===== config.mk =====
export PLATFORM = sky130hd
export DESIGN_NAME = sp2w_cordic_stage
export DESIGN_NICKNAME = d
export VERILOG_FILES = /design/src/rtl/sp2w_pkg.sv /design/src/rtl/sp2w_cordic_stage.sv
export SDC_FILE = /design/constraint.sdc
export NUM_CORES = 1
export LEC_CHECK = 0
export BUFFER_PORTS_ARGS = -buffer_cell sky130_fd_sc_hd__buf_2
export CAP_MARGIN = 5
export CORE_ASPECT_RATIO = 1.2
export CORE_UTILIZATION = 50
export DETAILED_ROUTE_END_ITERATION = 10
export GPL_ROUTABILITY_DRIVEN = 0
export PLACE_DENSITY = 0.81
export SLEW_MARGIN = 30
export SYNTH_ARGS = -nofsm -noshare
export SYNTH_HDL_FRONTEND = slang
export SYNTH_SLANG_ARGS = --single-unit

===== constraint.sdc =====
create_clock -name clk -period 3.3 [get_ports clk]
set_input_delay 0.66 -clock clk [delete_from_list [all_inputs] [get_ports clk]]
set_output_delay 0.66 -clock clk [all_outputs]
set_load 0.1 [all_outputs]

===== src/rtl/sp2w_pkg.sv =====
// sp2w_pkg: shared types and constants for the sonar polar-to-world transform
// holds the pipeline payload structs, the cordic arctangent table and the gain
// no dependencies
package sp2w_pkg;

  // fixed widths
  localparam int RangeW = 16;
  localparam int AngW   = 16;
  localparam int PosW   = 24;
  localparam int VecW   = 32;   // cordic x/y, range << 14 grown by cordic gain
  localparam int ZW     = 32;   // residual angle, 2^32 per turn
  localparam int ProdW  = 63;   // vector times gain constant
  localparam int RndW   = 19;   // rounded product in q.8
  localparam int SumW   = 25;   // rounded product plus robot position

  // register defaults and register indexes
  localparam logic [15:0] MinRangeReset  = 16'd26;
  localparam logic [15:0] MapMarginReset = 16'd51;
  localparam logic        RegMinRange    = 1'b0;
  localparam logic        RegMapMargin   = 1'b1;

  // gain correction, 0.60725... in q30
  localparam logic signed [30:0] GainQ30 = 31'sd652032874;

  // rounding half for the final shift by 44
  localparam logic signed [ProdW-1:0] RoundHalf = 63'sd1 <<< 43;

  // saturation limits
  localparam logic signed [SumW-1:0] OutMax = 25'sd8388607;
  localparam logic signed [SumW-1:0] OutMin = -25'sd8388608;

  // item moving through the cordic stages
  typedef struct packed {
    logic                   det;
    logic signed [VecW-1:0] x;
    logic signed [VecW-1:0] y;
    logic signed [ZW-1:0]   z;
    logic signed [PosW-1:0] rx;
    logic signed [PosW-1:0] ry;
    logic signed [PosW-1:0] rz;
  } stage_t;

  // item after the gain multiply
  typedef struct packed {
    logic                    det;
    logic signed [ProdW-1:0] px;
    logic signed [ProdW-1:0] py;
    logic signed [PosW-1:0]  rx;
    logic signed [PosW-1:0]  ry;
    logic signed [PosW-1:0]  rz;
  } prod_t;

  // finished result
  typedef struct packed {
    logic                   mark;
    logic                   det;
    logic signed [PosW-1:0] wz;
    logic signed [PosW-1:0] wy;
    logic signed [PosW-1:0] wx;
  } res_t;

  // atan(2^-i) in units of 2^32 per turn, rounded to nearest
  function automatic logic signed [ZW-1:0] atan_unit(input logic [4:0] idx);
    logic signed [ZW-1:0] a;
    unique case (idx)
      5'd0:  a = 32'sd536870912;
      5'd1:  a = 32'sd316933406;
      5'd2:  a = 32'sd167458907;
      5'd3:  a = 32'sd85004756;
      5'd4:  a = 32'sd42667331;
      5'd5:  a = 32'sd21354465;
      5'd6:  a = 32'sd10679838;
      5'd7:  a = 32'sd5340245;
      5'd8:  a = 32'sd2670163;
      5'd9:  a = 32'sd1335087;
      5'd10: a = 32'sd667544;
      5'd11: a = 32'sd333772;
      5'd12: a = 32'sd166886;
      5'd13: a = 32'sd83443;
      5'd14: a = 32'sd41722;
      5'd15: a = 32'sd20861;
      5'd16: a = 32'sd10430;
      5'd17: a = 32'sd5215;
      5'd18: a = 32'sd2608;
      5'd19: a = 32'sd1304;
      5'd20: a = 32'sd652;
      5'd21: a = 32'sd326;
      5'd22: a = 32'sd163;
      5'd23: a = 32'sd81;
      default: a = '0;
    endcase
    return a;
  endfunction

endpackage


===== src/rtl/sp2w_cordic_stage.sv =====
// sp2w_cordic_stage: one registered cordic rotation micro-step
// shift amount and arctangent entry follow the SHIFT parameter
// depends on sp2w_pkg
module sp2w_cordic_stage #(
  parameter int SHIFT = 0
) (
  input  logic             clk,
  input  logic             rst,
  input  logic             en,
  input  logic             in_valid,
  input  sp2w_pkg::stage_t in_data,
  output logic             out_valid,
  output sp2w_pkg::stage_t out_data
);

  localparam logic signed [sp2w_pkg::ZW-1:0] Atan = sp2w_pkg::atan_unit(5'(SHIFT));

  sp2w_pkg::stage_t data_next;
  logic signed [sp2w_pkg::VecW-1:0] dx;
  logic signed [sp2w_pkg::VecW-1:0] dy;

  // rotate toward zero residual angle
  always_comb begin
    dx = in_data.y >>> SHIFT;
    dy = in_data.x >>> SHIFT;
    data_next = in_data;
    if (!in_data.z[sp2w_pkg::ZW-1]) begin
      data_next.x = in_data.x - dx;
      data_next.y = in_data.y + dy;
      data_next.z = in_data.z - Atan;
    end else begin
      data_next.x = in_data.x + dx;
      data_next.y = in_data.y - dy;
      data_next.z = in_data.z + Atan;
    end
  end

  // stage valid
  always_ff @(posedge clk) begin
    if (rst) begin
      out_valid <= 1'b0;
    end else if (en) begin
      out_valid <= in_valid;
    end
  end

  // stage payload
  always_ff @(posedge clk) begin
    if (en) begin
      out_data <= data_next;
    end
  end

endmodule


# [Word level (Yosys, flattened, before mapping)]
# Index checks and enable logic that the tools add are counted.
[totals] reg_bits=170 in_bits=173 wordCells=14
[classes] n_addsub=5 muxes=1
[ops] operator="$mux W96" n=1
[ops] operator="$sub A32 B32 Y32" n=2
[ops] operator="$add A32 B31 Y32 const B" n=1
[ops] operator="$add A32 B32 Y32" n=1
[ops] operator="$sub A32 B31 Y32 const B" n=1

# [Logic depth before layout (Yosys ltp)]
[logic_depth] depth_word=2 ltp_mapped=13 depth_no_buf=12

# [Worst setup path before layout]
# OpenSTA, ideal clock, no wires.
[synth_timing] kind="input-to-reg" startpoint="input port in_data[104] in the netlist's numbering" endpoint="register out_data[132] in the netlist's numbering (data pin)" setup_ps=267 arrival_ps=2805 required_ps=3033 slack_ps=228 path_stages=10 n_path_buf=0 cell_sequence="ha_1 -> fa_1 -> nor2b_1 -> o21ai_0 -> a31oi_1 -> a211oi_1 -> o221ai_1 -> o41ai_1 -> o21ai_0 -> xnor2_1"
[synth_lines] element="from (decl)" line="sp2w_cordic_stage.sv:11" source="input sp2w_pkg::stage_t in_data,"
[synth_lines] element="to (signal assigned)" line="sp2w_cordic_stage.sv:50" source="out_data <= data_next;"
[synth_lines] element="to (decl)" line="sp2w_cordic_stage.sv:13" source="output sp2w_pkg::stage_t out_data"

==> impl_metrics.py <==
metrics = {
    "sta": {
        "hold_viol_final": 0,
        "clock.fmax_ghz": 0.3202,
        "slew_violations": 0,
        "finalCritPeriodShare_pct": 94.65,
        "setup_viol": 0,
        "rsz0062_at_grt": "no",
        "max_slew.worst_pin.slew_ns": 0.6992,
        "fin_skew_ns": 0,
        "fin_ws_ns": 0.1765,
        "fin_crit_ns": 3.123,
        "slew_headroom_pct": 53.39,
    },
    "critical_path": {
        "crit_start": "in_data[104]",
        "crit_fanout": 4,
        "r2r_slack_ns": 2.70,
        "regToRegStartpoint": "out_valid",
        "critPathArrivalTime_ns": 3.28,
        "rr_endpoint": "out_valid",
        "crit_path_end": "out_data[132]",
        "crit_path_top_delay_cell": "fa_1",
        "crit_buf_inv": 2,
        "cp.depth": 13,
        "max_stage_delay_ns": 0.40,
        "critPathLaunchType": "input port",
        "cpMostUsedCell": "a21oi_1",
        "required_ns": 3.46,
        "path_delay_family": "compound AO/OA/AOI/OAI gates",
        "crit_chain": "buf_2 > inv_1 > ha_1 > fa_1 > nand2b_1 > a21oi_1 > nor3_1 > o2bb2ai_1 > o31ai_2 > a21oi_1 > o311ai_0 > o21ai_0 > xnor2_1",
        "rr_worst_depth": 2,
        "crit_path_end_kind": "flop",
        "path_class": "input port to flop",
    },
    "pwr": {
        "switchingPower_w": 0.003804,
        "p_clk_share_pct": 24.5,
        "p_sw_share_pct": 45.58,
        "cellLeakagePower_nw": 6.397,
        "power_w": 0.008347,
        "powerDensity_nw_per_um2": 592.8,
        "seq_power_share_pct": 33.1,
        "ir_worst_vdd_mv": 0.5279,
        "internal_power_w": 0.004542,
        "pwr-share-comb_pct": 42.4,
    },
    "synth": {
        "async_flop_share_pct": 0,
        "syn_area_per_cell_sq_um": 10.41,
        "ys.flop_type": "edfxtp_1",
        "synth-seq-cells": 169,
        "ys_types": 75,
        "yosysWarnings": 0,
        "yosysSeqAreaShare_pct": 47.25,
        "synth_edf_count": 168,
        "netlist_area_sq_um": 10720,
        "synth_nets": 1301,
        "syn_inst": 1030,
    },
    "floorplan": {
        "core_sq_um": 20970,
        "die_w_um": 135.7,
        "num_io_pins": 343,
        "floorplan.initialDensity_pct": 51.11,
        "die-area_sq_um": 22030,
        "rows": 58,
        "die_h_um": 162.4,
    },
    "cts": {
        "postCtsSetupRepairBufs": 0,
        "htree_levels": 4,
        "cts_tree": "built",
        "cts_hold_buffers": 0,
        "path_clk_slew_ns": 0.07,
        "numCtsBuffers": 17,
        "cts_resized": 0,
        "clock_path_buffers": 2,
        "cts-root-buf": "clkbuf_16",
        "cts_sinks": 169,
        "clk-insertion-delay-late_ns": 0.43,
    },
    "grt": {
        "antenna_found_initial": 3,
        "grt_pass1_wl_um": 53020,
        "grt_pass1_vias": 9497,
        "overflow": 0,
        "grt_max_degree": 89,
        "groute.usage.overall_pct": 32.20,
    },
    "route": {
        "dr_wl_met2_um": 16850,
        "wl_per_cell_um": 20.71,
        "wl_met3_um": 3839,
        "top_layer": "met5",
        "drtIter0Drc": 1525,
        "drc": 0,
        "m1WireLength_um": 13650,
        "via_per_inst": 5.808,
        "drt.antenna.violating_nets": 0,
        "drt_first_pass_iters": 6,
        "vias": 10140,
        "routed_wl_um": 36170,
    },
    "placement": {
        "pre_cts_ws_ns": -0.2336,
        "port_buffers": 342,
        "hpwl_um": 28750,
    },
    "cells_and_area": {
        "areaGrowthSynthToFinish_pct": 31.36,
        "finalNetCount": 1732,
        "layout-drive-gt1-share_pct": 34.74,
        "final_common_cell": "buf_2",
        "mostFrequentLayoutCells": "341 x buf_2, 168 x edfxtp_1, 108 x buf_4",
        "nFillCells": 1662,
    },
    "run": {
        "cap_violations": 0,
    },
    "worst_hold_path": {
        "hold_class": "input port to flop",
        "min_from": "rst",
    },
    "run_status": {
        "status": "finished clean",
    },
}
==> cells by family after synthesis <==
group,after synthesis,share of synthesized area [%]
buffers and inverters,145,5.311
muxes,17,1.599
adders and majority gates,98,11.72
and+or+nand+nor,245,11.09
xor gates and xnor gates,59,4.821
AOI/OAI and AO/OA,297,18.21
DFF,169,47.25
==> cells in the mapped netlist, types with 3 or more instances <==
master      n  share of area (%)
o21a_1      7               0.49
o31ai_1    11               0.77
o21ai_0    53                2.5
a31oi_1    11               0.64
nand4_1    11               0.64
xor2_1      3               0.25
a21oi_1   102                4.8
xnor2_1    56                4.6
o21ba_2     3               0.28
o22ai_1     3               0.18
nor4_1     12               0.70
inv_1     100                3.5
and2_1      6               0.35
buf_2      11               0.51
nand2b_1   11               0.64
nand3_1    22                1.0
or3_1       6               0.35
nand2_1    45                1.6
o221ai_1    5               0.41
a211o_1     4               0.33
clkinv_1    4               0.14
nor2b_1    15               0.88
a211oi_1   10               0.70
nor3_1     25                1.2
a21o_1     21                1.5
o21bai_1   20                1.4
edfxtp_1  168                 47
nor2_1     81                2.8
clkbuf_1   21               0.74
mux2i_1    16                1.5
buf_1       7               0.25
fa_1        4               0.75
ha_1       94                 11
o211ai_1   11               0.77
==> worst min path at each step <==
stage                   endpoint  cells after the start
CTS                    out_valid                      2
global route        out_data[24]                      1
finish                 out_valid                      2
floorplan              out_valid                      1
detailed placement     out_valid                      2
global placement       out_valid                      2
==> cell type report <==
type | count | area [sq um] | share of cell area, %
sequential | 169 | 5065 | 35.97
clock buffer | 17 | 425.4 | 3.021
antenna | 2 | 5.005 | 0.03554
clock inverter | 15 | 176.4 | 1.253
timing repair buffer | 453 | 2589 | 18.38
tap | 270 | 337.8 | 2.399
inverter | 104 | 390.4 | 2.772
multi-input combinational | 716 | 5092 | 36.16
==> through the flow <==
stage | setup TNS, ns | instance area [sq um] | hold WS (ns) | utilization (%) | std cells
2_1_floorplan | 0 | 10720 | 0.7324 | - | 1030
3_3_place_gp | -0.3522 | 13470 | 0.4699 | 64.21 | 1712
3_5_place_dp | -1.069 | 13470 | 0.4766 | 64.21 | 1712
4_1_cts | 0 | 14070 | 0.3700 | 67.08 | 1744
5_1_grt | 0 | 14080 | 0.3838 | 67.14 | 1746
6_report | 0 | 14080 | 0.3818 | 67.14 | 1746
==> registers in the layout (all words and copies together) (netlist names) <==
signal	count
out_valid	1
out_data	168
==> power groups by stage <==
stage / combinational [W] / clock [W] / sequential [W]
3_5_place_dp: 0.00349 / 0 / 0.00281
2_1_floorplan: 0.000866 / 0 / 0.00454
5_1_grt: 0.00366 / 0.00214 / 0.00278
3_3_place_gp: 0.00345 / 0 / 0.00280
6_report: 0.00354 / 0.00205 / 0.00277
4_1_cts: 0.00350 / 0.00206 / 0.00277
==> per-layer routing <==
| metal | GRT usage (%) | up-vias |
|---|---|---|
| li1 | - | 4599 |
| met5 | 0 | - |
| met2 | 51.62 | 714 |
| met1 | 41.13 | 4683 |
| met4 | 17.47 | 2 |
| met3 | 5.727 | 142 |
(Power assumes the default switching activity.)
