### config.mk
export PLATFORM = sky130hd
export DESIGN_NAME = sp2w_post
export DESIGN_NICKNAME = d
export VERILOG_FILES = /design/src/rtl/sp2w_pkg.sv /design/src/rtl/sp2w_post.sv
export SDC_FILE = /design/constraint.sdc
export NUM_CORES = 2
export LEC_CHECK = 0
export ABC_CLOCK_PERIOD_IN_PS = 18300
export BUFFER_PORTS_ARGS = -buffer_cell sky130_fd_sc_hd__buf_2
export CAP_MARGIN = 20
export CORE_UTILIZATION = 60
export DETAILED_ROUTE_END_ITERATION = 8
export GPL_ROUTABILITY_DRIVEN = 0
export PLACE_DENSITY_LB_ADDON = 0.3
export SLEW_MARGIN = 10
export SYNTH_ARGS = -nofsm -noshare
export SYNTH_HDL_FRONTEND = slang
export SYNTH_SLANG_ARGS = --single-unit
### constraint.sdc
create_clock -name clk -period 18.3 [get_ports clk]
set_clock_uncertainty 0.1 [all_clocks]
set_input_delay 1.83 -clock clk [delete_from_list [all_inputs] [get_ports clk]]
set_output_delay 1.83 -clock clk [all_outputs]
set_load 0.005 [all_outputs]
### src/rtl/sp2w_pkg.sv
// sp2w_pkg: shared types and constants for the sonar polar-to-world transform
// holds the pipeline payload structs, the cordic arctangent table and the gain
// no dependencies
package sp2w_pkg;

  // fixed widths
  localparam int RangeW = 16;
  localparam int AngW   = 16;
  localparam int PosW   = 24;
  localparam int VecW   = 32;   // cordic x/y, range << 14 grown by cordic gain
  localparam int ZW     = 32;   // residual angle, 2^32 per turn
  localparam int ProdW  = 63;   // vector times gain constant
  localparam int RndW   = 19;   // rounded product in q.8
  localparam int SumW   = 25;   // rounded product plus robot position

  // register defaults and register indexes
  localparam logic [15:0] MinRangeReset  = 16'd26;
  localparam logic [15:0] MapMarginReset = 16'd51;
  localparam logic        RegMinRange    = 1'b0;
  localparam logic        RegMapMargin   = 1'b1;

  // gain correction, 0.60725... in q30
  localparam logic signed [30:0] GainQ30 = 31'sd652032874;

  // rounding half for the final shift by 44
  localparam logic signed [ProdW-1:0] RoundHalf = 63'sd1 <<< 43;

  // saturation limits
  localparam logic signed [SumW-1:0] OutMax = 25'sd8388607;
  localparam logic signed [SumW-1:0] OutMin = -25'sd8388608;

  // item moving through the cordic stages
  typedef struct packed {
    logic                   det;
    logic signed [VecW-1:0] x;
    logic signed [VecW-1:0] y;
    logic signed [ZW-1:0]   z;
    logic signed [PosW-1:0] rx;
    logic signed [PosW-1:0] ry;
    logic signed [PosW-1:0] rz;
  } stage_t;

  // item after the gain multiply
  typedef struct packed {
    logic                    det;
    logic signed [ProdW-1:0] px;
    logic signed [ProdW-1:0] py;
    logic signed [PosW-1:0]  rx;
    logic signed [PosW-1:0]  ry;
    logic signed [PosW-1:0]  rz;
  } prod_t;

  // finished result
  typedef struct packed {
    logic                   mark;
    logic                   det;
    logic signed [PosW-1:0] wz;
    logic signed [PosW-1:0] wy;
    logic signed [PosW-1:0] wx;
  } res_t;

  // atan(2^-i) in units of 2^32 per turn, rounded to nearest
  function automatic logic signed [ZW-1:0] atan_unit(input logic [4:0] idx);
    logic signed [ZW-1:0] a;
    unique case (idx)
      5'd0:  a = 32'sd536870912;
      5'd1:  a = 32'sd316933406;
      5'd2:  a = 32'sd167458907;
      5'd3:  a = 32'sd85004756;
      5'd4:  a = 32'sd42667331;
      5'd5:  a = 32'sd21354465;
      5'd6:  a = 32'sd10679838;
      5'd7:  a = 32'sd5340245;
      5'd8:  a = 32'sd2670163;
      5'd9:  a = 32'sd1335087;
      5'd10: a = 32'sd667544;
      5'd11: a = 32'sd333772;
      5'd12: a = 32'sd166886;
      5'd13: a = 32'sd83443;
      5'd14: a = 32'sd41722;
      5'd15: a = 32'sd20861;
      5'd16: a = 32'sd10430;
      5'd17: a = 32'sd5215;
      5'd18: a = 32'sd2608;
      5'd19: a = 32'sd1304;
      5'd20: a = 32'sd652;
      5'd21: a = 32'sd326;
      5'd22: a = 32'sd163;
      5'd23: a = 32'sd81;
      default: a = '0;
    endcase
    return a;
  endfunction

endpackage

### src/rtl/sp2w_post.sv
// sp2w_post: gain correction, rounding, position add, saturation and map flag
// two register stages: multiply, then round/add/saturate/compare
// depends on sp2w_pkg
module sp2w_post (
  input  logic             clk,
  input  logic             rst,
  input  logic             en,
  input  logic [15:0]      map_margin,
  input  logic             in_valid,
  input  sp2w_pkg::stage_t in_data,
  output logic             out_valid,
  output sp2w_pkg::res_t   out_data
);

  sp2w_pkg::prod_t prod;
  logic            prod_valid;
  sp2w_pkg::res_t  res_next;

  logic signed [sp2w_pkg::ProdW-1:0] rnd_x;
  logic signed [sp2w_pkg::ProdW-1:0] rnd_y;
  logic signed [sp2w_pkg::SumW-1:0]  sum_x;
  logic signed [sp2w_pkg::SumW-1:0]  sum_y;
  logic signed [sp2w_pkg::PosW-1:0]  sat_x;
  logic signed [sp2w_pkg::PosW-1:0]  sat_y;
  logic signed [sp2w_pkg::SumW-1:0]  marg;

  // multiply stage
  always_ff @(posedge clk) begin
    if (rst) begin
      prod_valid <= 1'b0;
    end else if (en) begin
      prod_valid <= in_valid;
    end
  end

  always_ff @(posedge clk) begin
    if (en) begin
      prod.det <= in_data.det;
      prod.px  <= sp2w_pkg::ProdW'(in_data.x) * sp2w_pkg::ProdW'(sp2w_pkg::GainQ30);
      prod.py  <= sp2w_pkg::ProdW'(in_data.y) * sp2w_pkg::ProdW'(sp2w_pkg::GainQ30);
      prod.rx  <= in_data.rx;
      prod.ry  <= in_data.ry;
      prod.rz  <= in_data.rz;
    end
  end

  // round to q.8, add position, saturate, evaluate map flag
  always_comb begin
    rnd_x = prod.px + sp2w_pkg::RoundHalf;
    rnd_y = prod.py + sp2w_pkg::RoundHalf;
    sum_x = sp2w_pkg::SumW'($signed(rnd_x[sp2w_pkg::ProdW-1:44]))
            + sp2w_pkg::SumW'(prod.rx);
    sum_y = sp2w_pkg::SumW'($signed(rnd_y[sp2w_pkg::ProdW-1:44]))
            + sp2w_pkg::SumW'(prod.ry);
    if (sum_x > sp2w_pkg::OutMax)      sat_x = sp2w_pkg::PosW'(sp2w_pkg::OutMax);
    else if (sum_x < sp2w_pkg::OutMin) sat_x = sp2w_pkg::PosW'(sp2w_pkg::OutMin);
    else                               sat_x = sum_x[sp2w_pkg::PosW-1:0];
    if (sum_y > sp2w_pkg::OutMax)      sat_y = sp2w_pkg::PosW'(sp2w_pkg::OutMax);
    else if (sum_y < sp2w_pkg::OutMin) sat_y = sp2w_pkg::PosW'(sp2w_pkg::OutMin);
    else                               sat_y = sum_y[sp2w_pkg::PosW-1:0];

    res_next.det = prod.det;
    if (prod.det) begin
      res_next.wx = sat_x;
      res_next.wy = sat_y;
      res_next.wz = prod.rz;
    end else begin
      res_next.wx = '0;
      res_next.wy = '0;
      res_next.wz = '0;
    end
    marg = $signed({9'b0, map_margin});
    res_next.mark = !((sp2w_pkg::SumW'(res_next.wx) < marg)
                      && (sp2w_pkg::SumW'(res_next.wy) < marg));
  end

  // result stage
  always_ff @(posedge clk) begin
    if (rst) begin
      out_valid <= 1'b0;
    end else if (en) begin
      out_valid <= prod_valid;
    end
  end

  always_ff @(posedge clk) begin
    if (en) begin
      out_data <= res_next;
    end
  end

endmodule

### Word-level counts from Yosys, hierarchy flattened

Cells that the tools add are included.

| storage, ports and cells | value |
|---|---|
| register bits | 273 |
| bits in latches | 0 |
| RAM bits | 0 |
| bits in read-only memories | 0 |
| input port bits | 189 |
| output and inout port bits | 75 |
| logic and storage cells | 32 |
| memories | 0 |

| operators by class | value |
|---|---|
| add/sub/neg operators | 4 |
| multipliers | 2 |
| div/mod/pow operators | 0 |
| $lt $le $gt $ge | 6 |
| eq/ne operators | 0 |
| shift-type cells | 0 |
| mux-type cells | 5 |
| bitwise operators | 0 |
| reduce and logical (&&, ||, !) cells | 2 |

Operators with widths:

| cell | number |
|---|---|
| 63-bit by 45-bit adder with 63-bit output (second input constant) | 2 |
| 32-bit by 30-bit multiplier with 62-bit output (second input constant) | 2 |
| 24-bit 2-to-1 mux | 4 |
| 19-bit by 24-bit adder with 25-bit output | 2 |
| 25-bit by 24-bit greater-than comparator with 1-bit output (second input constant) | 2 |
| 25-bit by 24-bit < comparator with 1-bit output (second input constant) | 2 |
| 24-bit by 17-bit < comparator with 1-bit output | 2 |
| 48-bit 2-to-1 mux | 1 |
| 1-bit logical AND | 1 |
| 1-bit zero test | 1 |

### Logic depth before layout (Yosys ltp)

| depth | value |
|---|---|
| depth after elaboration | 9 |
| mapped depth | 32 |
| gate-level depth less buffers | 30 |

### Worst setup path before layout

No wires, ideal clock.

| timing | value |
|---|---|
| kind | input port to flip-flop |
| start | input port in_data[162] in the netlist's numbering |
| end | register prod[197] in the netlist's numbering (data pin) |
| data arrival time | 8.142 ns |
| data required time | 17.945 ns |
| path slack | 9.803 ns |
| cell stages on the path | 24 |
| cells stage by stage | ha_1 -> inv_1 -> fa_1 -> fa_1 -> inv_1 -> fa_1 -> fa_1 -> inv_1 -> fa_1 -> inv_1 -> fa_1 -> fa_1 -> ha_1 -> a21o_1 -> a21o_1 -> a21oi_1 -> o21ai_1 -> a21o_1 -> a211oi_2 -> o31ai_1 -> a21oi_1 -> o31ai_1 -> or4_1 -> and3_1 |

| on the way | value |
|---|---|
| cells in the longest elaborated chain, start to end | 1 |

RTL lines:

| item | line | RTL |
|---|---|---|
| start: declaration | sp2w_post.sv:10 | `input sp2w_pkg::stage_t in_data,` |
| 32-bit by 30-bit multiplier with 62-bit output | sp2w_post.sv:39 | `prod.px <= sp2w_pkg::ProdW'(in_data.x) * sp2w_pkg::ProdW'(sp2w_pkg::GainQ30);` |
| end: declaration | sp2w_post.sv:15 | `sp2w_pkg::prod_t prod;` |

No other way between the ends.
A chain may end at the register's enable or synchronous reset.

### Worst setup path after layout

| timing | value |
|---|---|
| start | input port in_data[117] in the netlist's numbering |
| end | register prod[134] in the netlist's numbering (data pin) |

| on the way | value |
|---|---|
| cells in the longest elaborated chain, start to end | 1 |

RTL lines:

| item | line | RTL |
|---|---|---|
| 32-bit by 30-bit multiplier with 62-bit output | sp2w_post.sv:40 | `prod.py <= sp2w_pkg::ProdW'(in_data.y) * sp2w_pkg::ProdW'(sp2w_pkg::GainQ30);` |

No other way between the ends.

==> metrics.txt <==
post-synth top area share ~45%; failing checks design-rule violations; Cell variety after synth 67; worst-path cell chain buf_2 > ha_1 > inv_1 > fa_1 > fa_1 > fa_1 > inv_1 > fa_1 > inv_1 > fa_1 > inv_1 > fa_1 > fa_1 > ha_1 > a21oi_1 > o21ai_1 > a221o_1 > a211o_1 > a41oi_2 > o21ai_2 > a41oi_2 > o31ai_1 > a221o_1 > xnor2_1; Yosys top cell by area fa_1; arrival time worst endpoint 9.59 ns; first-pass GRT wire length 172,000 um; Core ar. 73,100 um2; die area approximately 75,000 um2; Setup TNS 0 ns; Post-Syn Instances 4,022; CP max stage delay 0.57 ns; IO Pins 264; layout overhead on the synthesized area 6.55%; CTS Buf Count 17; post-synthesis sequential area ratio roughly 13%; period utilization between 50% and 60%; Post-synth top flop edfxtp_1; r2r worst-path depth 28; vias in the first global route 31.5k; hold depth 2; r2r endpoint out_data[73]; die width 274 um; die height ~270 um; Async S/R FF share, synth 0%; clock sink total about 190; hold crit path type reg -> reg; crit path to prod[134]; IO buf count ~230; Fillers 5,642; area of the multi-input gates ~34,000 um2; yosys warns 0; final WL around 110,000 um; Worst-Margin Slew about 0.98 ns; DR vias 28.9k; slew margin rel. about a third; Critical Path Slowest Stage Cell fa_1; synth top area cells fa_1, ha_1, edfxtp_1; # setup viols final 0; crit path kind in -> reg; final worst path period need 9.52 ns; share of cells above drive strength 1 6.70%; row count 99; status complete, but fails checks; syn_nets around 6k; Remaining Overflow, GRT 0; FF-to-FF Start prod[117]; clk root buf clkbuf_16; hold buffers post-CTS 0; Antenna Violating Nets Remaining 0; Worst Setup End Kind flip-flop; DR iter-0 viols just under 2k; Initial Utilization between 60% and 70%; All-Layer GR Usage between 30% and 40%; post-synthesis cell area roughly 44,000 um2; EDFF count, synth ~190; DR WL/cell about 21 um; WP buf/inv 5; Setup crit start in_data[117]; max-slew violations 0; Clk Latency, worst-skew pair 0.46 ns; max-capacitance violation count 0; initial antenna violation count 3; flop2flop setup slack between 10 and 15 ns; Post-CTS Setup Inserts 0; Stages on worst setup path 24; CP Launch Type input port; sequential cell area 5660 um2; vias per cell around 5.5; Final Hold Vio Count 0; Max Freq 0.105 GHz; CTS H-tree depth 4; RSZ-0062 raised after global routing false; largest net degree at the start of global routing 114; Post-DP HPWL just under 100,000 um; cell mode on critical path fa_1; critical path data required time 18.37 ns; TritonRoute pass-1 iters 7; synthesis-stage register bit count ~190; Remaining DRCs 140; Reg clk slew, reported paths 0.07 ns; TritonCTS clock tree built; Top delay family on crit path adder cells; Post-CTS Resized 0; clk buf depth 2; CP Max Fanout 6; Syn Area/Cell about 11 um2; Nets between 6k and 7k
-- per-layer routing --
metal	track usage (%)	routed length [um]
met3	5.70	8910
met5	0	0
met1	41.9	45500
met4	11.9	4620
met2	48.3	49600
-- per-stage QoR --
| step | hold slack [ns] | std cells | cell area, um2 | worst slack (ns) | utilization [%] |
|---|---|---|---|---|---|
| 2_1_floorplan | 0.324 | 4022 | 44400 | 9.80 | - |
| 3_5_place_dp | 0.384 | 5196 | 46700 | 8.46 | 63.9 |
| 3_3_place_gp | 0.372 | 5196 | 46700 | 8.52 | 63.9 |
| 4_1_cts | 0.404 | 5228 | 47300 | 8.92 | 64.7 |
| 5_1_grt | 0.438 | 5228 | 47300 | 8.49 | 64.7 |
| 6_report | 0.397 | 5231 | 47300 | 8.78 | 64.7 |
-- worst reg2reg max path: cells and delay by family (launching register included) --
kind            cells  cell delay, ns
fa+ha+maj           2            0.70
xor+xnor            1            0.49
compound gates     12            2.77
flops               1            0.41
simple gates       12            2.15
mux                 1            0.09
-- Yosys cell counts (10+ instances only) --
master and n:
o31ai_1 10, clkbuf_1 17, nor3_1 14, edfxtp_1 187, nand2_1 82, mux2i_1 18
xnor2_1 90, and2_1 24, o21bai_1 11, a21oi_1 113, and3_1 18, ha_1 659
xor2_1 56, nor2b_1 18, o211ai_1 19, o21ai_0 97, nand3_1 39, nand4_1 32
o21a_1 13, a31oi_1 12, inv_1 1244, a211oi_1 17, nor2_1 69, a21o_1 61
fa_1 994, nand2b_1 13
-- state kept, by name, indices dropped and copies added, names as in the netlist --
| signal | cells |
|---|---|
| out_valid | 1 |
| prod | 113 |
| prod_valid | 1 |
| out_data | 74 |
-- cell families (layout without fill, tap and decap cells) --
group,after synthesis,after routing,synth area share (%)
DFF,189,189,12.7
AOI/OAI and AO/OA,413,413,6.02
buffers and inverters,1267,1514,10.7
other,0,3,0
muxes,18,18,0.406
adders and majority gates,1653,1653,63.4
xor gates and xnor gates,146,146,2.88
and+or+nand+nor,336,336,3.82
-- worst min path at each step --
| stage | to | start |
|---|---|---|
| floorplan | out_data[72] | prod[198] |
| global placement | out_valid | out_valid |
| detailed placement | out_valid | out_valid |
| CTS | out_valid | out_valid |
| global route | prod_valid | prod_valid |
| finish | out_valid | out_valid |
-- placed cells by master, fill, tap and decap left out, types with 10 or more instances in the layout --
master	Yosys	layout
nand2_1	82	82
o21a_1	13	13
edfxtp_1	187	187
inv_1	1244	1244
o21ai_0	97	97
nor3_1	14	14
nand3_1	39	39
fa_1	994	994
o31ai_1	10	10
a31oi_1	12	12
a21oi_1	113	113
clkbuf_16	0	17
xnor2_1	90	90
and3_1	18	18
o21bai_1	11	11
nand2b_1	13	13
nor2b_1	18	18
a211oi_1	17	17
nand4_1	32	32
o211ai_1	19	19
mux2i_1	18	18
buf_2	2	228
ha_1	659	659
a21o_1	61	61
nor2_1	69	69
xor2_1	56	56
and2_1	24	24
-- layout make-up --
class | count | share of cell area, %
inverters | 1246 | 9.89
flip-flops and latches | 189 | 12.0
clock buffers | 18 | 0.907
multi-input cells | 2566 | 71.8
repair buffers | 236 | 2.55
diodes | 3 | 0.0159
well taps | 959 | 2.54
clock inverters | 14 | 0.302
Power is not shown: default switching activity piles up to over one toggle a cycle in this logic, so the estimate is an artifact.
