`src/rtl/sp2w_skid.sv`:
```
// sp2w_skid: two-entry output skid buffer with a registered ready
// decouples the pipeline stall from the downstream ready
// no package dependencies
module sp2w_skid #(
  parameter int W = 74
) (
  input  logic         clk,
  input  logic         rst,
  input  logic         in_valid,
  output logic         in_ready,
  input  logic [W-1:0] in_data,
  output logic         out_valid,
  input  logic         out_ready,
  output logic [W-1:0] out_data
);

  logic         spare_valid;
  logic [W-1:0] spare_data;

  assign in_ready = !spare_valid;

  // output register and spare entry control
  always_ff @(posedge clk) begin
    if (rst) begin
      out_valid   <= 1'b0;
      spare_valid <= 1'b0;
    end else if (!out_valid || out_ready) begin
      if (spare_valid) begin
        out_valid   <= 1'b1;
        spare_valid <= 1'b0;
      end else begin
        out_valid <= in_valid;
      end
    end else if (in_valid && !spare_valid) begin
      spare_valid <= 1'b1;
    end
  end

  // payload
  always_ff @(posedge clk) begin
    if (!out_valid || out_ready) begin
      out_data <= spare_valid ? spare_data : in_data;
    end
    if (out_valid && !out_ready && !spare_valid) begin
      spare_data <= in_data;
    end
  end

endmodule

```
`config.mk`:
```
export PLATFORM = sky130hd
export DESIGN_NAME = sp2w_skid
export DESIGN_NICKNAME = d
export VERILOG_FILES = /design/src/rtl/sp2w_skid.sv
export SDC_FILE = /design/constraint.sdc
export NUM_CORES = 1
export LEC_CHECK = 0
export CAP_MARGIN = 0
export CORE_MARGIN = 2
export CORE_UTILIZATION = 55
export CTS_BUF_LIST = sky130_fd_sc_hd__clkbuf_8
export DETAILED_ROUTE_END_ITERATION = 8
export DONT_BUFFER_PORTS = 1
export GPL_TIMING_DRIVEN = 0
export PLACE_DENSITY_LB_ADDON = 0.15
export SLEW_MARGIN = 20
export SYNTH_ARGS = -nofsm -noshare
export SYNTH_HDL_FRONTEND = slang
export SYNTH_SLANG_ARGS = --single-unit
```
`constraint.sdc`:
```
create_clock -name clk -period 7.85 [get_ports clk]
set_input_delay 0.3925 -clock clk [delete_from_list [all_inputs] [get_ports clk]]
set_output_delay 0.3925 -clock clk [all_outputs]
set_load 0.05 [all_outputs]
```
# == After elaboration in Yosys (flattened, before gate mapping) ==
# Cells that the tools add are included.
# word_totals
word_cells,14
reg_bits,150
out_inout_bits,76
# op_classes
n_reduce_logical,8
muxes,2
# ops
cell,count
2-to-1 mux 74 bit,1
logical AND 1 bit,3
zero test 1 bit,3
OR reduction 2 bit,1
logical OR 1 bit,1
2-to-1 mux 1 bit,1

# == Logic depth before layout (Yosys ltp) ==
# Gate-level depths: netlist of run 1.
# logic_depth
depth_word,3
depth_mapped,5
depth_no_buf,2

# == Worst setup path after synthesis of run 1 ==
# Ideal clock, no wire load.
# synth_timing
path_kind,register to register
startpoint,register out_valid
endpoint,register spare_data[0] (enable)
n_path_buf,0
stages_incl_launch_ff,3
slack_ns,1.563
setup_time_ns,0.506
t_arrival_ns,5.781
path_cell_list,dfxtp_1 -> nand2b_1 -> nor2_1
# synth_via
elab_chain_cells,2
# synth_rtl
item,line,source
start: declaration,12,"output logic out_valid,"
start signal: assignment,32,out_valid <= in_valid;
logical AND 1 bit (2 in a row),44,if (out_valid && !out_ready && !spare_valid) begin
end signal: assignment,45,spare_data <= in_data;
end: declaration,18,logic [W-1:0] spare_data;
# Every way passes these cells.
# A chain may end at the register's enable or synchronous reset.

# == Worst setup path after layout of run 1 ==
# layout_timing
startpoint,register out_valid
endpoint,register spare_data[25] (enable)
# The elaborated chain is that of the path after synthesis.

==> flow_results.org, run 1 <==
** Status
- The run finished with clean final reports.

** Floorplanning
- Overall die height :: 104 um
- The core region is 9770 um2.
- 154 I/O pins were placed.
- Number of cell rows :: 36
- Overall die width :: 104 um
- Initial Util :: 56.5%
- The die covers 10,900 um2.

** Setup path
- Critical Setup Path Class :: reg2reg
- Critical path capture point type :: register
- Element type at the critical path start :: register
- In this run the worst path has a maximum fanout of 43.
- Data arrival time of the critical path :: 2.81 ns
- Required time of the critical path :: 7.99 ns

** Global route
- Across every metal layer, demand over resource in global routing totals 16.8%.
- The first global-routing pass estimated 13.1 mm of wire.
- Highest-utilization routing layer at the global route stage :: met2
- Global-route congestion overflow total :: 0
- Global routing consumed, on the met3 layer, 8.46% of the routing resources.
- The initial antenna violation count was 0.
- Via count of the first global-routing pass :: 2,354
- Entering global routing, the biggest net connects 44 pins.
- For this run, global-route usage on met1 was measured as 19.0%.
- Met2 Track Usage GR :: 25.9%

** Clock tree
- The H-tree generated during clock tree synthesis spans 4 levels.
- After clock tree synthesis, the clock-pin slew on the worst setup and hold paths is 0.08 ns.
- CTS placed an instance of clkbuf_8 at the clock tree root.
- Clk sink count :: 150
- The later pin in the worst-skew pair is clocked with a latency of 0.43 ns.
- TritonCTS built the clock tree.
- Counting the buffers created by CTS gives 17.
- In this run the deepest clock path goes through 2 buffers.

** Finish
- The number of antenna diodes in the final layout is 0.
- P&R area growth vs syn :: 13.4%
- For this run, the post-layout net count is 341.
- Final design area excluding fillers :: 6260 um2
- Layout cell share with drive strength beyond 1 :: 42.8%
- Fin util :: 64.1%

** Yosys
- Average cell area after synthesis :: 23.1 um2
- In this run, distinct cell masters in the synthesized netlist total 11.
- The synthesized design contains 150 register bits.
- Register area share after synthesis :: 81.2%
- Number of warning messages in the yosys log :: 0
- Post-synth net total :: 317
- Post-Synthesis Cells :: 239
- After synthesis the cells add up to 5520 um2.

** Placed design
- Once placement finished, the instance area stood at 5810 um2.
- Detailed-placement wirelength estimate :: 5.76 mm
- Routability-driven placement finished with a final weighted congestion of 0.755.
- In this run the tool buffered the top-level ports with 0 buffer cells.

** Routing
- After detailed routing, the total wire length is 8.83 mm.
- After detailed routing, the number of remaining DRC violations is 0.
- Avg WL per Cell :: 21.6 um
- Detailed router's first-iteration violation count :: 96
- Before antenna repair, the detailed router went through 4 iterations.
- Total vias in the final route :: 2,244
- Antenna Nets Post-Route :: 0
- Mean number of vias per cell :: 5.49

** Timing
- Max-slew headroom :: 61.5%
- Setup violations remaining at the end of the flow were counted as 0.
- Worst hold margin :: 0.0456 ns
- Final hold violation count :: 0
- On the final layout, the worst clock skew is 0.00837 ns.
- Setup repair after global routing left no endpoint under its margin.
- Minimum clock period :: 2.68 ns
- Based on the critical path, the design can be clocked at up to 0.374 GHz.
- Slew @ Worst Pin :: 0.577 ns
- Final Max Slew Viols :: 0
- Dividing the final minimum period by the clock period gives 34.1%.

** Power
- Post-layout total power :: 0.00177 W
- VDD sags by at most 0.143 mV.
- In this run the power density over the cells is 283 nW/um2.
- In this run the static leakage power is 2.17 nW.

** Run
- Maximum capacitance violations :: 0

** Worst hold path
- The tightest min-delay check is of the in2reg type.
[final timing paths]
check / to / start / slack (ns) / cells after the start
worst min-delay path: spare_valid$_SDFFE_PP0P_ / rst / 0.05 / 1
worst max-delay path: spare_data[25]$_DFFE_PP_ / out_valid$_SDFFE_PP0P_ / 5.17 / 5
worst min register to register: out_data[3]$_DFFE_PP_ / spare_data[3]$_DFFE_PP_ / 0.55 / 1
worst max register to register: spare_data[25]$_DFFE_PP_ / out_valid$_SDFFE_PP0P_ / 5.17 / 5
[worst max-delay path, cell delays in order, from the launching register on]
cell and delay (ns):
dfxtp_1 0.69, nand2b_4 0.42, buf_12 0.33, nor2_4 0.47, buf_16 0.25, buf_16 0.19
[where the power goes]
part	internal [W]	switching (W)	leakage [nW]
clock	0.000376	0.000279	0.230
combinational	0.0000312	0.0000264	0.472
sequential	0.000935	0.000124	1.46
total	0.00134	0.000430	2.17
[cell type report]
| type | instances | area [um2] |
|---|---|---|
| tap | 133 | 166 |
| fill | 679 | 3510 |
| multi-input combinational | 79 | 973 |
| inverter | 1 | 3.75 |
| clock buffer | 17 | 234 |
| sequential | 150 | 4480 |
| buffer | 9 | 76.3 |
| clock inverter | 15 | 210 |
| timing repair buffer | 5 | 113 |
[flip-flops by register name, indices dropped and copies added (netlist names)]
signal and count:
out_valid 1, out_data 74, spare_valid 1, spare_data 74
[routing by layer]
layer	vias to the layer above	part of all wire, %
li1	995	-
met5	-	0
met1	1129	39
met2	103	50
met3	17	8.3
met4	0	2.4
[through the flow]
step | setup TNS (ns) | worst slack, ns | cells
6_report | 0 | 5.17 | 409
4_1_cts | 0 | 5.09 | 409
3_3_place_gp | -109.07 | -1.48 | 372
3_5_place_dp | 0 | 5.13 | 376
5_1_grt | 0 | 5.04 | 409
2_1_floorplan | 0 | 1.56 | 239
[placed cells by master, fill, tap and decap left out, drive strengths merged]
cell         instances
dlygate4sd3          1
nand2b               1
mux2                74
edfxtp             148
clkinvlp             1
a21oi                1
nor2                 2
inv                  5
bufinv               5
buf                 13
dfxtp                2
clkbuf              17
nor3                 1
clkinv               5
[timing repair]
action / CTS / global route
gates resized for setup: 0 / 0
hold endpoints to repair: 1 / 0
buffers inserted: 0 / 0
hold buffers: 1 / 0
[cells in the mapped netlist]
| cell type | n | area (um2) |
|---|---|---|
| nor3_1 | 1 | 5.00 |
| edfxtp_1 | 148 | 4440 |
| nand2b_1 | 1 | 6.26 |
| buf_2 | 4 | 20.0 |
| buf_6 | 5 | 56.3 |
| mux2_2 | 47 | 529 |
| nor2_1 | 2 | 7.51 |
| mux2_4 | 27 | 405 |
| inv_1 | 1 | 3.75 |
| a21oi_1 | 1 | 5.00 |
| dfxtp_1 | 2 | 40.0 |
[logic make-up (layout without fill, tap and decap cells)]
group | after synthesis | in the layout | synth area share, %
and+or+nand+nor | 4 | 4 | 0.340
muxes | 74 | 74 | 16.9
DFF | 150 | 150 | 81.2
buffers and inverters | 10 | 47 | 1.45
AOI/OAI and AO/OA | 1 | 1 | 0.0905
Note: power is estimated with default switching activity, not from simulation.
==> run 2: changes to the inputs <==
- clock period: 7.85 -> 2.2 ns (I/O delays scaled with it)
==> flow_results.org, run 2 (synthesized netlist as in run 1, its figures left out) <==
** Finish
- The fraction of layout cells with a size suffix above 1 came to 33.6% (-9.1 points).
- Number of nets at the end of the flow :: 417 (+22%)
- The number of antenna repair diodes was 0 (unchanged).
- Total of fill cells in the finished design :: 618 (-9.0%)
- The largest registers in the layout are out_data: 74 flops, spare_data: 74 flops.
- Leading cell type in the layout, fill and taps excluded :: edfxtp_1
- The final non-filler cell area was 6960 um2 (+11%).
- P&R area growth vs syn :: 26.1%
- Commonest cells after routing, fill and taps aside :: 148 x edfxtp_1, 77 x dlygate4sd3_1, 47 x mux2_2
- The total area of multi-input combinational cells came to 987 um2 (+1.4%).
- Sequential cell area :: 4490 um2 (about the same)

** Timing
- Setup repair after global routing left no endpoint under its margin.
- Slew @ Worst Pin :: 0.559 ns (-0.0180 ns)
- The timing-limited maximum frequency was 0.500 GHz (+34%).
- Number of endpoints failing setup at the final stage :: 0 (unchanged)
- Max-slew headroom :: 62.8% (+1.3 points)
- The total negative slack was 0 ns (unchanged).
- Minimum clock period :: 2.00 ns (-0.675 ns)
- The number of max-slew violations in the final report is 0 (unchanged).
- Fin crit share :: 90.9% (+57 points)
- The final hold violation count came to 0 (unchanged).
- Clk_skew :: 0.00860 ns (+0.000234 ns)

** Setup path
- The maximum fanout encountered on the critical timing path came to 39 (-9.3%).
- Data arrival time of the critical path :: 2.14 ns (-0.67 ns)
- The worst setup path is of the reg2reg kind.
- Critical path capture point type :: register
- Required time of the critical path :: 2.34 ns (-5.65 ns)
- Element type at the critical path start :: register

** Status
- The run finished with clean final reports.

** Floorplanning
- Overall die width :: 104 um (unchanged)
- The area of the core region came to 9770 um2 (unchanged).
- The area of the die came to 10,900 um2 (unchanged).
- Overall die height :: 104 um (unchanged)
- Number of cell rows :: 36 (unchanged)
- The number of primary I/O pins was 154 (unchanged).
- The initial core utilization was 56.5% (unchanged).

** Power
- The part of the power in registers came to 60.8% (+1.0 points).
- Share of power burned in combinational logic :: 5.3% (+2.0 points)
- Power Dens Cells :: 893 nW/um2 (+220%)
- Portion of total power attributed to the clock network :: 33.9% (-3.1 points)
- The leakage dissipation came to 2.44 nW (+13%).
- Peak supply drop :: 0.533 mV (+270%)
- Fraction of power spent switching nets :: 25.4% (+1.1 points)
- The cell-internal power came to 0.00464 W (+250%).
- Post-layout total power :: 0.00622 W (+250%)
- Net load switching power :: 0.00158 W (+270%)

** Clock tree
- Clock latency of the later-clocked register in the worst-skew pair :: 0.43 ns (about the same)
- Clk sink count :: 150 (unchanged)
- TritonCTS clock tree :: done
- In this run the clock root is driven by a clkbuf_8.
- The H-tree depth was 4 (unchanged).
- Reg clk slew, reported paths :: 0.08 ns (about the same)
- Clock Path Buffers :: 2 (unchanged)
- The number of buffers added by the clock tree synthesis step came to 17 (unchanged).

** Routing
- Mean number of vias per cell :: 5.19 (-5.4%)
- The remaining antenna violation count came to 0 (unchanged).
- The routed length on met2 came to 5.09 mm (+16%).
- Total iterations of the first detailed-routing run :: 4 (unchanged)
- The routed wire length per instance was 19.8 um (-8.0%).
- The total routed wirelength is 9.60 mm (+8.8%).
- Met3 routed wirelength :: 614 um (-16%)
- The number of vias in the routed layout was 2,511 (+12%).
- DR top layer :: met4
- The DRC violation count after routing came to 0 (unchanged).
- The total routed wire length on the met1 layer came to 3.71 mm (+6.8%).
- The initial DRC count came to 32 (-67%).

** Global route
- Global-route wire length before repair :: 15.1 mm (+16%)
- Antenna violations before repair :: 0 (unchanged)
- Total global-route track usage :: 18.9% (+2.1 points)
- Maximum number of pins on one net before global-route repair :: 40 (-9.1%)
- Via count of the first global-routing pass :: 2,672 (+14%)
- The global-route congestion overflow total was 0 (unchanged).

** Placed design
- Count of buffers inserted at the top-level ports :: 0 (unchanged)
- The last weighted congestion value of the routability-driven placer came to 0.761 (+0.79%).
- Detailed-placement wirelength estimate :: 5.48 mm (-4.8%)
- Placed Area :: 5780 um2 (-0.41%)

** Run
- The count of max-cap constraint violations came to 0 (unchanged).

** Worst hold path
- Worst min-delay path category :: in2reg
[run 2: worst max-delay path, cell delays in order (launching register included)]
cell and delay (ns):
dfxtp_4 0.49, nand2b_4 0.34, nor2_4 0.45, buf_16 0.23
buf_16 0.18
[run 2: routing by layer]
| layer | vias up | track usage (%) |
|---|---|---|
| met5 | - | 0 |
| met4 | 0 | 8.59 |
| met3 | 16 | 7.21 |
| met2 | 94 | 30.6 |
| met1 | 1241 | 22.5 |
| li1 | 1160 | - |
[run 2: cell type report]
cell class                 instances  area share [%]
inverter                           1          0.0539
clock buffer                      17            3.36
clock inverter                    14            2.34
buffer                             9            1.10
tap                              133            2.39
sequential                       150            64.4
multi-input combinational         80            14.2
timing repair buffer              80            12.1
[run 2: stage by stage]
stage	cells	utilization [%]	worst slack (ns)	hold WS, ns
after floorplan	239	-	-0.383	0.169
after global placement	372	58.4	-1.20	0.171
after detailed placement	375	59.2	-0.190	0.175
after CTS	484	71.2	0.144	0.293
after global routing	484	71.2	0.0491	0.302
final	484	71.2	0.200	0.291
[run 2: power groups by stage]
stage	clock network [W]	logic (W)	registers [W]
6_report	0.00211	0.000332	0.00378
5_1_grt	0.00227	0.000359	0.00379
4_1_cts	0.00215	0.000332	0.00378
3_5_place_dp	0	0.000200	0.00385
3_3_place_gp	0	0.000177	0.00385
2_1_floorplan	0	0.000153	0.00382
[run 2: final timing paths]
kind,startpoint,endpoint,slack [ns],cells after the start
max,out_valid$_SDFFE_PP0P_,spare_data[15]$_DFFE_PP_,0.20,4
min,out_ready,spare_valid$_SDFFE_PP0P_,0.29,2
max reg2reg,out_valid$_SDFFE_PP0P_,spare_data[15]$_DFFE_PP_,0.20,4
min reg2reg,spare_data[27]$_DFFE_PP_,out_data[27]$_DFFE_PP_,0.55,1
[run 2: timing repair]
action / 4_1_cts / 5_1_grt
hold endpoints to repair: 150 / 0
hold buffers: 77 / 0
cloned: 1 / 0
buffers inserted: 0 / 0
resized for setup: 0 / 1
setup endpoints to repair: 67 / 1
==> run 3: changes to the inputs <==
- PLACE_DENSITY: default -> 0.73
- PLACE_DENSITY_LB_ADDON: 0.15 -> default
- REMOVE_ABC_BUFFERS: default -> 1
==> flow_results.org, run 3 (synthesized netlist as in run 1, its figures left out) <==
** Status
- The flow ran to the end, and the final reports show no timing, DRC or antenna violations.

** Routing
- Total vias in the final route :: 2,556 (+1.8%)
- The initial DRC count came to 114 (+260%).
- Antenna Nets Post-Route :: 0 (unchanged)
- The DRC violation count after routing is 0 (unchanged).
- Final routed wirelength across all metal layers :: 9.97 mm (+3.8%)
- The routed wire length per instance is 21.0 um (+5.8%).
- The number of detailed-routing iterations run before antenna repair is 4 (unchanged).
- Mean number of vias per cell :: 5.38 (+3.7%)

** Power
- Peak supply drop :: 0.441 mV (-17%)
- Leakage power figure :: 2.42 nW (-1.1%)
- Power Dens Cells :: 904 nW/um2 (+1.2%)
- Post-layout total power :: 0.00626 W (+0.65%)

** Placed design
- The last weighted congestion value of the routability-driven placer was 0.639 (-16%).
- The minimum setup slack after placement was -0.0966 ns (+0.0935 ns).
- Detailed-placement wirelength estimate :: 5.44 mm (-0.72%)
- The placed standard-cell area came to 5750 um2 (-0.63%).
- Count of buffers inserted at the top-level ports :: 0 (unchanged)

** Setup path
- Count of cells along the worst register-to-register path :: 4 (unchanged)
- Worst R2R Setup Slack :: 0.28 ns (+0.08 ns)
- Element type at the critical path start :: register
- Critical path capture point type :: register
- The startpoint identified for the worst register-to-register timing path is out_valid$_SDFFE_PP0P_.
- The worst setup path is of the reg2reg kind.
- The endpoint arrival time on the critical path came to 2.05 ns (-0.09 ns).
- Critical R2R Capture :: spare_data[48]$_DFFE_PP_
- The data required time at the worst endpoint came to 2.33 ns (about the same).
- Largest fanout on the critical path :: 24 (-38%)

** Finish
- Leading cell type in the layout, fill and taps excluded :: edfxtp_1
- Registers with the most flip-flops :: out_data: 74 flops, spare_data: 74 flops
- Leaving out fill and tap cells, the most frequent cells in the layout are 148 x edfxtp_1, 77 x dlygate4sd3_1, 47 x mux2_2.
- Layout cell share with drive strength beyond 1 :: 32.5% (-1.2 points)
- The total of fill cells in the finished design is 609 (-1.5%).
- The final non-filler cell area is 6930 um2 (-0.56%).
- The footprint of the flip-flops and latches was 4490 um2 (about the same).
- Footprint of the multi-input gates :: 982 um2 (-0.51%)
- Number of nets at the end of the flow :: 410 (-1.7%)
- Fin util :: 70.9% (-0.40 points)
- The number of antenna repair diodes came to 0 (unchanged).
- Compared with the post-synthesis result, the final layout area differs by 25.4%.

** Global route
- Maximum number of pins on one net before global-route repair :: 42 (+5.0%)
- The initial antenna violation count was 0 (unchanged).
- Total global-route track usage :: 19.2% (+0.37 points)
- Global-route congestion overflow total :: 0 (unchanged)
- The number of global-route vias before repair came to 2,760 (+3.3%).
- Global-route wire length before repair :: 15.4 mm (+2.0%)

** Clock tree
- The number of buffers between clock root and the deepest sink came to 2 (unchanged).
- Clk sink count :: 150 (unchanged)
- Maximum level of the CTS H-tree :: 4 (unchanged)
- TritonCTS buffer count :: 17 (unchanged)
- Clock latency of the later-clocked register in the worst-skew pair :: 0.42 ns (about the same)
- The clock transition at the registers of the reported paths is 0.07 ns (about the same).
- TritonCTS clock tree :: done
- Clock tree synthesis selected as its root buffer the cell clkbuf_8.

** Timing
- Setup repair after global routing left no endpoint under its margin.
- Fin crit share :: 87.4% (-3.5 points)
- Slew @ Worst Pin :: 0.575 ns (+0.0168 ns)
- Number of endpoints failing setup at the final stage :: 0 (unchanged)
- Final hold violation count :: 0 (unchanged)
- The timing-limited maximum frequency was 0.520 GHz (+4.0%).
- The total negative slack was 0 ns (unchanged).
- The worst max-slew margin expressed relative to the limit is 61.6% (-1.1 points).
- Minimum clock period :: 1.92 ns (-0.0770 ns)
- The number of max-slew violations in the final report came to 0 (unchanged).
- The clock tree skew after final layout came to 0.00893 ns (+0.000326 ns).
- The final critical-path setup slack was 0.277 ns (+0.0770 ns).

** Worst hold path
- In this run the most critical hold path is launched from out_ready.
- The number of cells on the worst hold path came to 2 (unchanged).
- Worst min-delay path category :: in2reg
- Hold EP :: spare_valid$_SDFFE_PP0P_

** Floorplanning
- Overall die height :: 104 um (unchanged)
- Floorplan core area :: 9770 um2 (unchanged)
- Overall die width :: 104 um (unchanged)
- The initial core utilization came to 56.5% (unchanged).
- The area of the die was 10,900 um2 (unchanged).
- The number of cell rows came to 36 (unchanged).
- Number of top-level design ports :: 154 (unchanged)

** Run
- Maximum capacitance violations :: 0 (unchanged)
## run 3: changes by cell type in the layout (fill, tap and decap cells not counted), sizes merged
cell / before / now
clkinvlp: 4 / 1
inv: 4 / 2
clkinv: 4 / 6
buf: 12 / 5
bufinv: 3 / 4
## run 3: final cells by class
class	count	area share (%)
Timing Repair Buffer	82	12.8
Sequential cell	150	64.8
Tap cell	133	2.40
Inverter	1	0.0542
Multi-Input combinational cell	80	14.2
Clock buffer	17	3.38
Clock inverter	12	2.37
## run 3: what timing repair did
item                       in CTS  in global routing
gates resized for setup         1                  0
buffers inserted                0                  0
setup endpoints to repair      18                  0
hold buffers                   77                  0
hold endpoints to repair      150                  0
## run 3: routing by layer
layer	vias to the layer above	wire, um	GRT usage [%]
met5	-	0	0
met4	0	119	6.95
met2	114	5230	32.3
met3	11	584	7.14
met1	1292	4030	22.9
li1	1139	-	-
## run 3: stage by stage
| step | cells | hold WS [ns] |
|---|---|---|
| CTS | 475 | 0.113 |
| finish | 475 | 0.130 |
| global placement | 363 | 0.182 |
| floorplan | 230 | 0.179 |
| detailed placement | 368 | 0.182 |
| global route | 475 | 0.124 |
## run 3: critical path, stage by stage, from the launching register on
cell      delay [ns]
dfxtp_2         0.57
nand2b_4        0.27
nor2_4          0.35
buf_12          0.24
buf_16          0.18
## run 3: power by group
group / internal, W / switching [W]
clock: 0.00120 / 0.000941
combinational: 0.000198 / 0.000131
sequential: 0.00334 / 0.000452
total: 0.00474 / 0.00152
## run 3: worst max path at each step
stage | start | end | slack, ns | depth (start not counted)
floorplan | out_valid$_SDFFE_PP0P_ | spare_data[0]$_DFFE_PP_ | -4.08 | 2
global placement | spare_valid$_SDFFE_PP0P_ | spare_data[58]$_DFFE_PP_ | -7.05 | 1
detailed placement | out_valid$_SDFFE_PP0P_ | spare_data[63]$_DFFE_PP_ | -0.1 | 4
CTS | out_valid$_SDFFE_PP0P_ | spare_data[48]$_DFFE_PP_ | 0.26 | 4
global route | out_valid$_SDFFE_PP0P_ | spare_data[48]$_DFFE_PP_ | 0.19 | 4
finish | out_valid$_SDFFE_PP0P_ | spare_data[48]$_DFFE_PP_ | 0.28 | 4
